File: src/design/rtp_h264_depacketizer_unit_assert.svh
// Assertion macros shared by the depacketizer modules.
// Each macro expects clk and rst_n to exist in the including module.
`ifndef RTP_H264_DEPACKETIZER_UNIT_ASSERT_SVH
`define RTP_H264_DEPACKETIZER_UNIT_ASSERT_SVH

// Same-cycle implication, disabled while reset is active.
`define RHD_ASSERT_IMP(lbl, ante, cons, msg) \
  lbl: assert property (@(posedge clk) disable iff (!rst_n) (ante) |-> (cons)) \
    else $error(msg);

// Next-cycle implication, disabled while reset is active.
`define RHD_ASSERT_NXT(lbl, ante, cons, msg) \
  lbl: assert property (@(posedge clk) disable iff (!rst_n) (ante) |=> (cons)) \
    else $error(msg);

`endif

File: src/design/rhd_pkg.sv
// Types, codes and helpers of the RTP H.264 depacketizer.
// No dependencies; used by rhd_seen_map, rhd_parser, rhd_out_queue and the top module.
package rhd_pkg;

  localparam int MAX_PACKET_BYTES_DEF = 2048;
  localparam int RUN_DEPTH  = 6;
  localparam int RUN_CNT_W  = $clog2(RUN_DEPTH + 1);
  localparam int CFG_ADDR_W = 1;
  localparam int CFG_DATA_W = 16;
  localparam logic [6:0]  PT_RESET    = 7'd96;
  localparam logic [15:0] LIMIT_RESET = 16'd1000;
  localparam logic [4:0]  NAL_SPS     = 5'd7;
  localparam logic [4:0]  NAL_STAP_A  = 5'd24;
  localparam logic [4:0]  NAL_FU_A    = 5'd28;

  typedef enum logic [CFG_ADDR_W-1:0] {
    CFG_PAYLOAD_TYPE = 1'b0,
    CFG_DUP_LIMIT    = 1'b1
  } rhd_cfg_idx_t;

  typedef enum logic [13:0] {
    PH_IDLE     = 14'b00000000000001,
    PH_HDR      = 14'b00000000000010,
    PH_CSRC     = 14'b00000000000100,
    PH_EXTH     = 14'b00000000001000,
    PH_EXTS     = 14'b00000000010000,
    PH_PHDR     = 14'b00000000100000,
    PH_SINGLE   = 14'b00000001000000,
    PH_STAPHI   = 14'b00000010000000,
    PH_STAPLO   = 14'b00000100000000,
    PH_STAPHDR  = 14'b00001000000000,
    PH_STAPBODY = 14'b00010000000000,
    PH_FUHDR    = 14'b00100000000000,
    PH_FUBODY   = 14'b01000000000000,
    PH_DROP     = 14'b10000000000000
  } rhd_phase_t;

  typedef struct packed {
    logic [7:0] data;
    logic       first;
    logic       last;
    logic       abrt;
  } rhd_res_t;

  typedef struct packed {
    rhd_res_t [RUN_DEPTH-1:0] ent;
    logic [RUN_CNT_W-1:0]     cnt;
  } rhd_run_t;

  typedef struct packed {
    logic       rd_en;
    logic       chk_en;
    logic [7:0] row;
    logic [7:0] bit_idx;
  } rhd_seen_req_t;

  // Append one result to a run.
  function automatic rhd_run_t rhd_push(rhd_run_t r, logic [7:0] d, logic f, logic l,
                                        logic a);
    rhd_run_t o;
    o = r;
    if (r.cnt < RUN_CNT_W'(RUN_DEPTH)) begin
      o.ent[r.cnt].data  = d;
      o.ent[r.cnt].first = f;
      o.ent[r.cnt].last  = l;
      o.ent[r.cnt].abrt  = a;
      o.cnt = r.cnt + RUN_CNT_W'(1);
    end
    return o;
  endfunction

  // Append a start code and the NAL header byte.
  function automatic rhd_run_t rhd_start(rhd_run_t r, logic [7:0] hdr, logic l);
    rhd_run_t o;
    o = rhd_push(r, 8'h00, 1'b1, 1'b0, 1'b0);
    o = rhd_push(o, 8'h00, 1'b0, 1'b0, 1'b0);
    o = rhd_push(o, 8'h00, 1'b0, 1'b0, 1'b0);
    o = rhd_push(o, 8'h01, 1'b0, 1'b0, 1'b0);
    o = rhd_push(o, hdr, 1'b0, l, 1'b0);
    return o;
  endfunction

endpackage

File: src/design/rhd_out_if.sv
// Result channel: one Annex-B stream byte or abort marker per beat.
// Depends on nothing.
interface rhd_out_if;
  logic       valid;
  logic       ready;
  logic [7:0] out_byte;
  logic       nal_first;
  logic       nal_last;
  logic       abort_nal;
  logic       run_last;

  modport source (output valid, out_byte, nal_first, nal_last, abort_nal, run_last,
                  input ready);
  modport sink   (input valid, out_byte, nal_first, nal_last, abort_nal, run_last,
                  output ready);
endinterface

File: src/design/rhd_out_queue.sv
// Result run register and serializer: drains up to six results per byte.
// Depends on rhd_pkg, rhd_out_if and the assertion header.
`include "rtp_h264_depacketizer_unit_assert.svh"
module rhd_out_queue (
  input  logic              clk,
  input  logic              rst_n,
  input  logic              ld,
  input  rhd_pkg::rhd_run_t run,
  output logic              run_free,
  rhd_out_if.source         out_ch
);
  import rhd_pkg::*;

  rhd_res_t [RUN_DEPTH-1:0] ent_r;
  logic [RUN_CNT_W-1:0]     cnt_r;
  logic [RUN_CNT_W-1:0]     idx_r;
  logic                     at_end;
  logic                     beat;
  rhd_res_t                 cur;

  assign cur              = ent_r[idx_r];
  assign at_end           = idx_r == (cnt_r - RUN_CNT_W'(1));
  assign out_ch.valid     = idx_r != cnt_r;
  assign beat             = out_ch.valid & out_ch.ready;
  assign run_free         = ~out_ch.valid | (beat & at_end);
  assign out_ch.out_byte  = cur.data;
  assign out_ch.nal_first = cur.first;
  assign out_ch.nal_last  = cur.last;
  assign out_ch.abort_nal = cur.abrt;
  assign out_ch.run_last  = at_end;

  // Load a fresh run or advance through the current one
  always_ff @(posedge clk) begin
    if (!rst_n) begin
      cnt_r <= '0;
      idx_r <= '0;
    end else if (ld) begin
      cnt_r <= run.cnt;
      idx_r <= '0;
    end else if (beat) begin
      idx_r <= idx_r + RUN_CNT_W'(1);
    end
  end

  always_ff @(posedge clk) begin
    if (ld) begin
      ent_r <= run.ent;
    end
  end

  `RHD_ASSERT_NXT(a_run_shown, ld && (run.cnt != '0), out_ch.valid && (idx_r == '0), "run not presented")
  `RHD_ASSERT_IMP(a_abort_clean, out_ch.valid && out_ch.abort_nal, (out_ch.out_byte == 8'h00) && !out_ch.nal_first && !out_ch.nal_last, "abort beat carries data")

endmodule

File: src/flat_wrapper.sv
// flat-port wrapper written by rule: the top's interface ports become plain ports
module rhd_out_queue_flat import rhd_pkg::*;
  (clk, rst_n, ld, run, run_free, out_ch_valid, out_ch_out_byte, out_ch_nal_first, out_ch_nal_last, out_ch_abort_nal, out_ch_run_last, out_ch_ready);
  rhd_out_if out_ch_i ();
  input  logic clk;
  input  logic rst_n;
  input  logic ld;
  input  rhd_pkg::rhd_run_t run;
  output logic run_free;
  output wire logic [$bits(out_ch_i.valid)-1:0] out_ch_valid;
  output wire logic [$bits(out_ch_i.out_byte)-1:0] out_ch_out_byte;
  output wire logic [$bits(out_ch_i.nal_first)-1:0] out_ch_nal_first;
  output wire logic [$bits(out_ch_i.nal_last)-1:0] out_ch_nal_last;
  output wire logic [$bits(out_ch_i.abort_nal)-1:0] out_ch_abort_nal;
  output wire logic [$bits(out_ch_i.run_last)-1:0] out_ch_run_last;
  input wire logic [$bits(out_ch_i.ready)-1:0] out_ch_ready;
  assign out_ch_valid = out_ch_i.valid;
  assign out_ch_out_byte = out_ch_i.out_byte;
  assign out_ch_nal_first = out_ch_i.nal_first;
  assign out_ch_nal_last = out_ch_i.nal_last;
  assign out_ch_abort_nal = out_ch_i.abort_nal;
  assign out_ch_run_last = out_ch_i.run_last;
  assign out_ch_i.ready = out_ch_ready;
  rhd_out_queue u_core (.clk(clk), .rst_n(rst_n), .ld(ld), .run(run), .run_free(run_free), .out_ch(out_ch_i));
endmodule
File: config.mk
export PLATFORM = sky130hd
export DESIGN_NAME = rhd_out_queue_flat
export DESIGN_NICKNAME = d
export VERILOG_FILES = /design/src/design/rhd_pkg.sv /design/src/design/rhd_out_if.sv /design/src/design/rhd_out_queue.sv /design/src/flat_wrapper.sv
export VERILOG_INCLUDE_DIRS = /design/src /design/src/design
export SDC_FILE = /design/constraint.sdc
export NUM_CORES = 1
export LEC_CHECK = 0
export BUFFER_PORTS_ARGS = -buffer_cell sky130_fd_sc_hd__buf_2
export CAP_MARGIN = 5
export CORE_MARGIN = 3
export CORE_UTILIZATION = 25
export DETAILED_ROUTE_END_ITERATION = 16
export PLACE_DENSITY = 0.52
export SLEW_MARGIN = 20
export SYNTH_ARGS = -nofsm -noshare
export SYNTH_HDL_FRONTEND = slang
export SYNTH_SLANG_ARGS = --single-unit
File: constraint.sdc
create_clock -name clk -period 2.7 [get_ports clk]
set_input_delay 0.135 -clock clk [delete_from_list [all_inputs] [get_ports clk]]
set_output_delay 0.135 -clock clk [all_outputs]
set_load 0.01 [all_outputs]
# After elaboration in Yosys (flattened, before gate mapping)
# Index checks and enable logic that the tools add are counted.
# word_totals
wordCells,39
ram_bits,0
out_inout_bits,14
mem_bits_ro,0
in_bits,73
latch_bits,0
register_bits,72
memories,0
# op_classes
n_reduce_logical,1
div,0
magnitude_cmp,1
eq_ne,2
n_shift,0
add_sub_neg,2
mul,0
n_mux,2
bitwise_logic,5
# op_table
op,count
binary-select mux 11 bit (select 3 bit),1
2-to-1 mux 11 bit,1
"less-than comparator 3 x 4 -> 1 bit, second input constant",1
"adder 3 x 1 -> 3 bit, second input constant",1
equality test 3 bit,1
!= test 3 bit,1
"subtractor 3 x 1 -> 3 bit, second input constant",1
bitwise AND 1 bit,2
NOT 1 bit,2
OR reduction 2 bit,1
bitwise OR 1 bit,1

# Logic depth before layout (Yosys ltp)
# Gate-level depths: netlist of run 1.
# depth
ltp_word,4
depth_mapped,5
depth_no_buf,5

# Least setup slack after synthesis of run 1
# OpenSTA, ideal clock, no wires.
# synth_path
path_kind,register -> output
start,reg u_core.cnt_r[0]
end,out run_free
t_arrival_ps,1349
path_slack_ps,1216
required_ps,2565
path_buffers,0
path_stages_with_launch,6
path_cell_list,dfxtp_1 -> inv_1 -> ha_1 -> xor2_1 -> and3_1 -> a22o_1
# synth_between
elab_chain_len,4
word_cells_on_any_way,7
cone_classes,add/sub: 1; eq/ne: 2; bitwise: 4
# synth_lines
item,line_no,text
start: declaration,rhd_out_queue.sv:15,logic [RUN_CNT_W-1:0] cnt_r;
start signal: assignment,rhd_out_queue.sv:38,cnt_r <= run.cnt;
subtractor 3 x 1 -> 3 bit,rhd_out_queue.sv:22,assign at_end = idx_r == (cnt_r - RUN_CNT_W'(1));
equality test 3 bit,rhd_out_queue.sv:22,
named net out_ch_run_last,flat_wrapper.sv:15,output wire logic [$bits(out_ch_i.run_last)-1:0] out_ch_run_last;
bitwise AND 1 bit,rhd_out_queue.sv:25,assign run_free = ~out_ch.valid | (beat & at_end);
bitwise OR 1 bit,rhd_out_queue.sv:25,
end: declaration,flat_wrapper.sv:9,output logic run_free;
# The timed path passes the listed nets, and every way through them passes these cells.

# Worst setup path after layout of run 1
# layout_path
start,reg u_core.idx_r[0]
end,out out_ch_out_byte[1]
# layout_between
elab_chain_len,2
# layout_lines
item,line_no,text
start: declaration,rhd_out_queue.sv:16,logic [RUN_CNT_W-1:0] idx_r;
start signal: assignment,rhd_out_queue.sv:41,idx_r <= idx_r + RUN_CNT_W'(1);
binary-select mux 11 bit (select 3 bit),rhd_out_queue.sv:21,assign cur = ent_r[idx_r];
2-to-1 mux 11 bit (implied by the code),rhd_out_queue.sv:21,
end: declaration,flat_wrapper.sv:11,output wire logic [$bits(out_ch_i.out_byte)-1:0] out_ch_out_byte;
# No other way between the ends. The select of a mux whose other input is x is not followed.

==> results.toml, run 1 <==
[global_route]
antenna_found_initial = 0
grt.total_usage_pct = 11.8
first_global_vias = 2193
grt_max_degree = 76
overflow = 0
grt_pass1_wl_um = 11500

[die]
core_area_mm2 = 0.0115
floorplan.initialDensity_pct = 25.8
boundaryPins = 87
row_count = 39
die_h_um = 115
dieArea_mm2 = 0.0132
die_x_um = 115

[layout]
seqCellArea_mm2 = 0.00210
layout-drive-gt1-share_pct = 34.1
nNetsFinal = 401
filler_cell_count = 1076
multi_input_area_um2 = 803
utilization_pct = 39.5
antenna_cells = 0
area_growth_pct = 53.1

[route]
via_per_inst = 4.20
ant_nets = 0
drc_errors = 0
drt-wirelength-per-cell_um = 15.0
vias = 1989
routed_wl_um = 7090
first_pass_iters = 4
drt_iter0_drc = 81

[synthesis]
synth_top_family_by_area = "multiplexers"
yosys_register_bits = 72
synth_area_mm2 = 0.00297
synth_xor_area_share_pct = 2.86
ys.flop_type = "edfxtp_1"
yosysUniqueCellTypes = 34
yosys_warnings = 0
syn_nets = 244
synthCells = 169
ys_seq_area_share_pct = 70.7
yosys.area_share.simple_pct = 6.23
avgSynthCellArea_um2 = 17.6
async_reset_ff_share_pct = 0
muxShareOfSynthArea_pct = 13.4
synth_compound_area_share_pct = 3.66
synth-edff-count = 66
synthAdderAreaFrac_pct = 0.842

[timing]
fin_setup_tns_ps = 0
period_needed_ps = 2170
setup_viol = 0
skew_ps = 2.35
hold_viol = 0
slew_violations = 0
rsz0062_at_grt = "false"
clock.fmax_mhz = 461
max_slew_margin_pct = 38.1
period_share_pct = 80.3
worstMarginPinSlew_ps = 929

[setup_path]
cp.arrival_ps = 2030
max_stage_delay_ps = 550
critPathTopFamily = "flip-flops"
cp-end-kind = "primary output"
startpoint_type = "flip-flop"
crit_type = "flip-flop to primary output"
critical_path_required_ps = 2570
crit_fanout = 12
crit_buf_inv = 2
cp_slowest_cell = "dfxtp_2"
crit_chain = "buf_4, mux4_2, nand2_1, o21ai_0, buf_2"

[job]
max-cap-violations = 0

[clocking]
clk_pin_slew_ps = 60
root_buffer = "clkbuf_16"
cts_buffer_depth = 2
cts_buffers = 9
clkSinkCount = 72
cts_post_setup_buffers_inserted = 0
post_cts_resized = 0
worst_skew_pair.late_latency_ps = 330
htreeDepth = 3
cts_tree = "built"

[power_and_ir_drop]
powerDensity_mw_per_mm2 = 656
leakage_nw = 1.78
peakVddDrop_mv = 0.406

[status]
status = "completed"

[hold_path]
hp-class = "input port to flip-flop"

[placement]
place.port_buffers = 86
place.gp.congestion = 0.676
dp_hpwl_um = 4250
-- layout make-up --
type	instances	share of cell area [%]
clock inverters	7	2.42
flip-flops and latches	72	46.2
clock buffers	9	4.95
multi-input cells	85	17.7
well taps	143	3.93
inverters	3	0.248
repair buffers	155	24.5
-- flip-flops by register name (all words and copies together), names as in the netlist --
register and count:
u_core.ent_r 66, u_core.cnt_r 3, u_core.idx_r 3
-- kinds of logic (layout without fill, tap and decap cells) --
family | count (synthesis) | count (layout)
buffers and inverters | 12 | 174
xor gates and xnor gates | 6 | 6
AOI/OAI and AO/OA | 19 | 19
muxes | 25 | 25
DFF | 72 | 72
and+or+nand+nor | 33 | 33
adders and majority gates | 2 | 2
-- routing by layer --
metal | wire, um | vias up | track usage, % | share of wire [%]
met5 | 0 | - | 0 | 0
met4 | 161 | 0 | 5.79 | 2.3
met3 | 392 | 14 | 4.32 | 5.5
met2 | 3710 | 57 | 19.9 | 52
met1 | 2820 | 941 | 13.0 | 40
li1 | - | 977 | - | -
-- final timing paths --
path | startpoint | to | slack (ps) | cells past startpoint
max | u_core.idx_r[0] | out_ch_out_byte[1] | 530 | 5
min | run[2] | u_core.cnt_r[2] | 60 | 3
max reg2reg | u_core.idx_r[0] | u_core.idx_r[2] | 1000 | 5
min reg2reg | u_core.cnt_r[2] | u_core.cnt_r[2] | 550 | 2
-- Yosys cell counts (2+ instances only) --
cell type	instances	area, um2
nor2b_1	3	18.8
o21ai_0	7	35.0
or4_1	2	15.0
buf_2	2	10.0
buf_6	2	22.5
nand3b_1	2	15.0
ha_1	2	25.0
and3_1	2	12.5
xor2_1	3	26.3
o211ai_1	2	15.0
mux2i_1	14	140
o21ai_1	5	25.0
nand2_1	13	48.8
mux4_1	3	78.8
clkbuf_1	3	11.3
edfxtp_1	66	1980
nand2b_1	3	18.8
inv_1	3	11.3
a21oi_1	2	10.0
dfxtp_1	6	120
nand3_1	2	10.0
nor4bb_1	3	30.0
mux4_2	8	180
-- timing repair --
item / CTS / global route
endpoints found under the hold margin: 66 / 0
setup endpoints to repair: 0 / 0
hold buffers: 66 / 0
-- through the flow --
step	power, mW	hold WS (ps)	cells	area [um2]	worst slack [ps]
3_3_place_gp	1.61	312	392	3550	863
3_5_place_dp	1.61	313	392	3550	851
4_1_cts	3.02	47.7	474	4550	474
6_report	2.98	59.3	474	4550	531
2_1_floorplan	1.48	234	169	2970	1220
5_1_grt	3.11	61.8	474	4550	398
-- worst register-to-register path, stage by stage, from the launching register on --
cell and delay, ps:
dfxtp_2 550, buf_4 290, ha_1 190, nor4bb_1 370, o211ai_1 140, nand4_1 100
-- cell usage in the layout, fill, tap and decap left out, drive strengths merged, types with 2 or more instances in the layout --
cell type / netlist / layout
o21ai: 12 / 12
bufinv: 0 / 3
clkinv: 0 / 3
clkbuf: 3 / 9
nand3b: 2 / 2
mux2i: 14 / 14
buf: 6 / 89
edfxtp: 66 / 66
mux4: 11 / 11
nand2: 13 / 13
nor4bb: 3 / 3
xor2: 4 / 4
inv: 3 / 3
and3: 2 / 2
dlygate4sd3: 0 / 66
o211ai: 2 / 2
or4: 2 / 2
nor2b: 3 / 3
ha: 2 / 2
nand3: 2 / 2
dfxtp: 6 / 6
nand2b: 3 / 3
a21oi: 2 / 2
-- where the power goes --
part | switching, mW | internal, mW | total (mW)
sequential | 0.0301 | 1.31 | 1.34
clock | 0.434 | 0.893 | 1.33
combinational | 0.127 | 0.187 | 0.313
Power figures use the tool's default switching activity.
==> inputs of run 2 (changes only) <==
==> constraint.sdc (replaced) <==
create_clock -name clk -period 2 [get_ports clk]
set_input_delay 0.1 -clock clk [delete_from_list [all_inputs] [get_ports clk]]
set_output_delay 0.1 -clock clk [all_outputs]
set_load 0.01 [all_outputs]
==> run 2 against run 1 <==
Wire length is 1.8% higher. Critical path type unchanged. Sequential share of layout area grew 0.22 points. Register-to-register slack got worse by 430 ps. Critical endpoint unchanged. Cell count rose by 0.84%.
==> results.toml, run 2 (synthesized netlist as in run 1, its figures left out) <==
[die]
die_h_um = 115
core_area_mm2 = 0.0115
boundaryPins = 87
dieArea_mm2 = 0.0132
floorplan.initialDensity_pct = 25.8
row_count = 39
die_x_um = 115

[clocking]
cts_buffers = 9
root_buffer = "clkbuf_16"
cts_buffer_depth = 2
clkSinkCount = 72
cts_tree = "built"
cts_post_setup_buffers_inserted = 0
worst_skew_pair.late_latency_ps = 330
clk_pin_slew_ps = 50
htreeDepth = 3

[layout]
final_common_cell = "buf_2"
layout-drive-gt1-share_pct = 34.9
largest_register = "u_core.ent_r"
filler_cell_count = 1079
top_regs = "u_core.ent_r: 66 flops, u_core.cnt_r: 3 flops, u_core.idx_r: 3 flops"
nNetsFinal = 405
area_growth_pct = 52.5
final_cell_mix = "buf_2, dlygate4sd3_1, edfxtp_1"
antenna_cells = 0
final_cells = 478
largest_register_ffs = 66

[setup_path]
critPathTopFamily = "multiplexers"
cp_slowest_cell = "mux4_2"
reg2reg_slack_ps = 570
max_stage_delay_ps = 520
crit_type = "flip-flop to primary output"
r2r_cells = 5
r2r-start = "u_core.idx_r[0]"
crit_buf_inv = 2
critical_path_required_ps = 1900
startpoint_type = "flip-flop"
cp-end-kind = "primary output"
crit_fanout = 10
crit_chain = "buf_4, mux4_2, nand2_1, o21ai_0, buf_2"
cp.arrival_ps = 1830
r2r-end = "u_core.idx_r[2]"

[global_route]
overflow = 0
antenna_found_initial = 0
grt.total_usage_pct = 11.9
first_global_vias = 2271
grt_pass1_wl_um = 11700
grt_max_degree = 60

[hold_path]
hp-start = "run[2]"
hp-class = "input port to flip-flop"
holdPathStages = 3
whs_endpoint = "u_core.cnt_r[2]"

[route]
ant_nets = 0
via_per_inst = 4.31
first_pass_iters = 6
vias = 2059
drc_errors = 0
routed_wl_um = 7220
drt-wirelength-per-cell_um = 15.1
drt_iter0_drc = 71

[power_and_ir_drop]
leakage_nw = 1.78
powerDensity_mw_per_mm2 = 836
peakVddDrop_mv = 0.460

[timing]
hold_viol = 0
worstMarginPinSlew_ps = 761
rsz0062_at_grt = "true"
period_share_pct = 96.3
max_slew_margin_pct = 49.3
clock.fmax_mhz = 519
setup_viol = 0
slew_violations = 0
period_needed_ps = 1930
fin_ws_ps = 73.8
skew_ps = 1.64

[status]
status = "completed"

[placement]
dp_slack_ps = 387
place.gp.congestion = 0.711
place_inst = 396
dp_hpwl_um = 4630
place.port_buffers = 86

[job]
max-cap-violations = 0
run 2: final cells by class:
class / instances / area [um2] / share of cell area, %
timing repair buffer: 159 / 1150 / 25.3
sequential: 72 / 2110 / 46.5
clock buffer: 10 / 229 / 5.05
inverter: 3 / 11.3 / 0.248
clock inverter: 6 / 57.6 / 1.27
tap: 143 / 179 / 3.95
multi-input combinational: 85 / 803 / 17.7
run 2: repair_timing:
item | 4_1_cts | 5_1_grt
gates resized for setup | 0 | 2
hold endpoints to repair | 66 | 0
hold buffers | 66 | 0
endpoints found under the setup margin | 0 | 8
run 2: metrics by stage:
stage	setup TNS [ps]	util [%]	instance area [um2]	hold WS (ps)	power, mW
after floorplan	0	-	2970	199	2.00
after global placement	0	31.1	3580	276	2.18
after detailed placement	0	31.1	3580	278	2.18
after CTS	0	39.3	4530	24.4	3.84
after global routing	-171	39.4	4530	59.2	3.97
final	0	39.4	4530	36.2	3.79
run 2: worst min-delay path, stage by stage:
cell     delay, ps
buf_2           80
mux2i_1         60
nor2b_1         90
run 2: per-layer routing:
layer | global-route usage [%] | up-vias | part of all wire (%)
met5 | 0 | - | 0
met4 | 3.60 | 0 | 1.3
met3 | 4.89 | 9 | 5.7
met2 | 20.8 | 66 | 53
li1 | - | 984 | -
met1 | 13.2 | 1000 | 40
run 2: power by group:
group / leakage [nW] / internal, mW / switching (mW) / total [mW]
clock network: 0.136 / 0.956 / 0.588 / 1.54
registers: 0.696 / 1.77 / 0.0366 / 1.81
logic: 0.949 / 0.257 / 0.180 / 0.437
total: 1.78 / 2.98 / 0.804 / 3.79
run 2: worst max-delay path by stage:
stage,start,to,slack [ps],depth (start not counted)
after CTS,u_core.idx_r[0],out_ch_out_byte[2],20,5
after detailed placement,u_core.idx_r[0],out_ch_out_byte[2],390,5
after global routing,u_core.idx_r[0],out_ch_out_byte[2],-50,5
after global placement,u_core.idx_r[0],out_ch_out_byte[2],400,5
final,u_core.idx_r[0],out_ch_out_byte[1],70,5
after floorplan,u_core.cnt_r[0],run_free,550,5
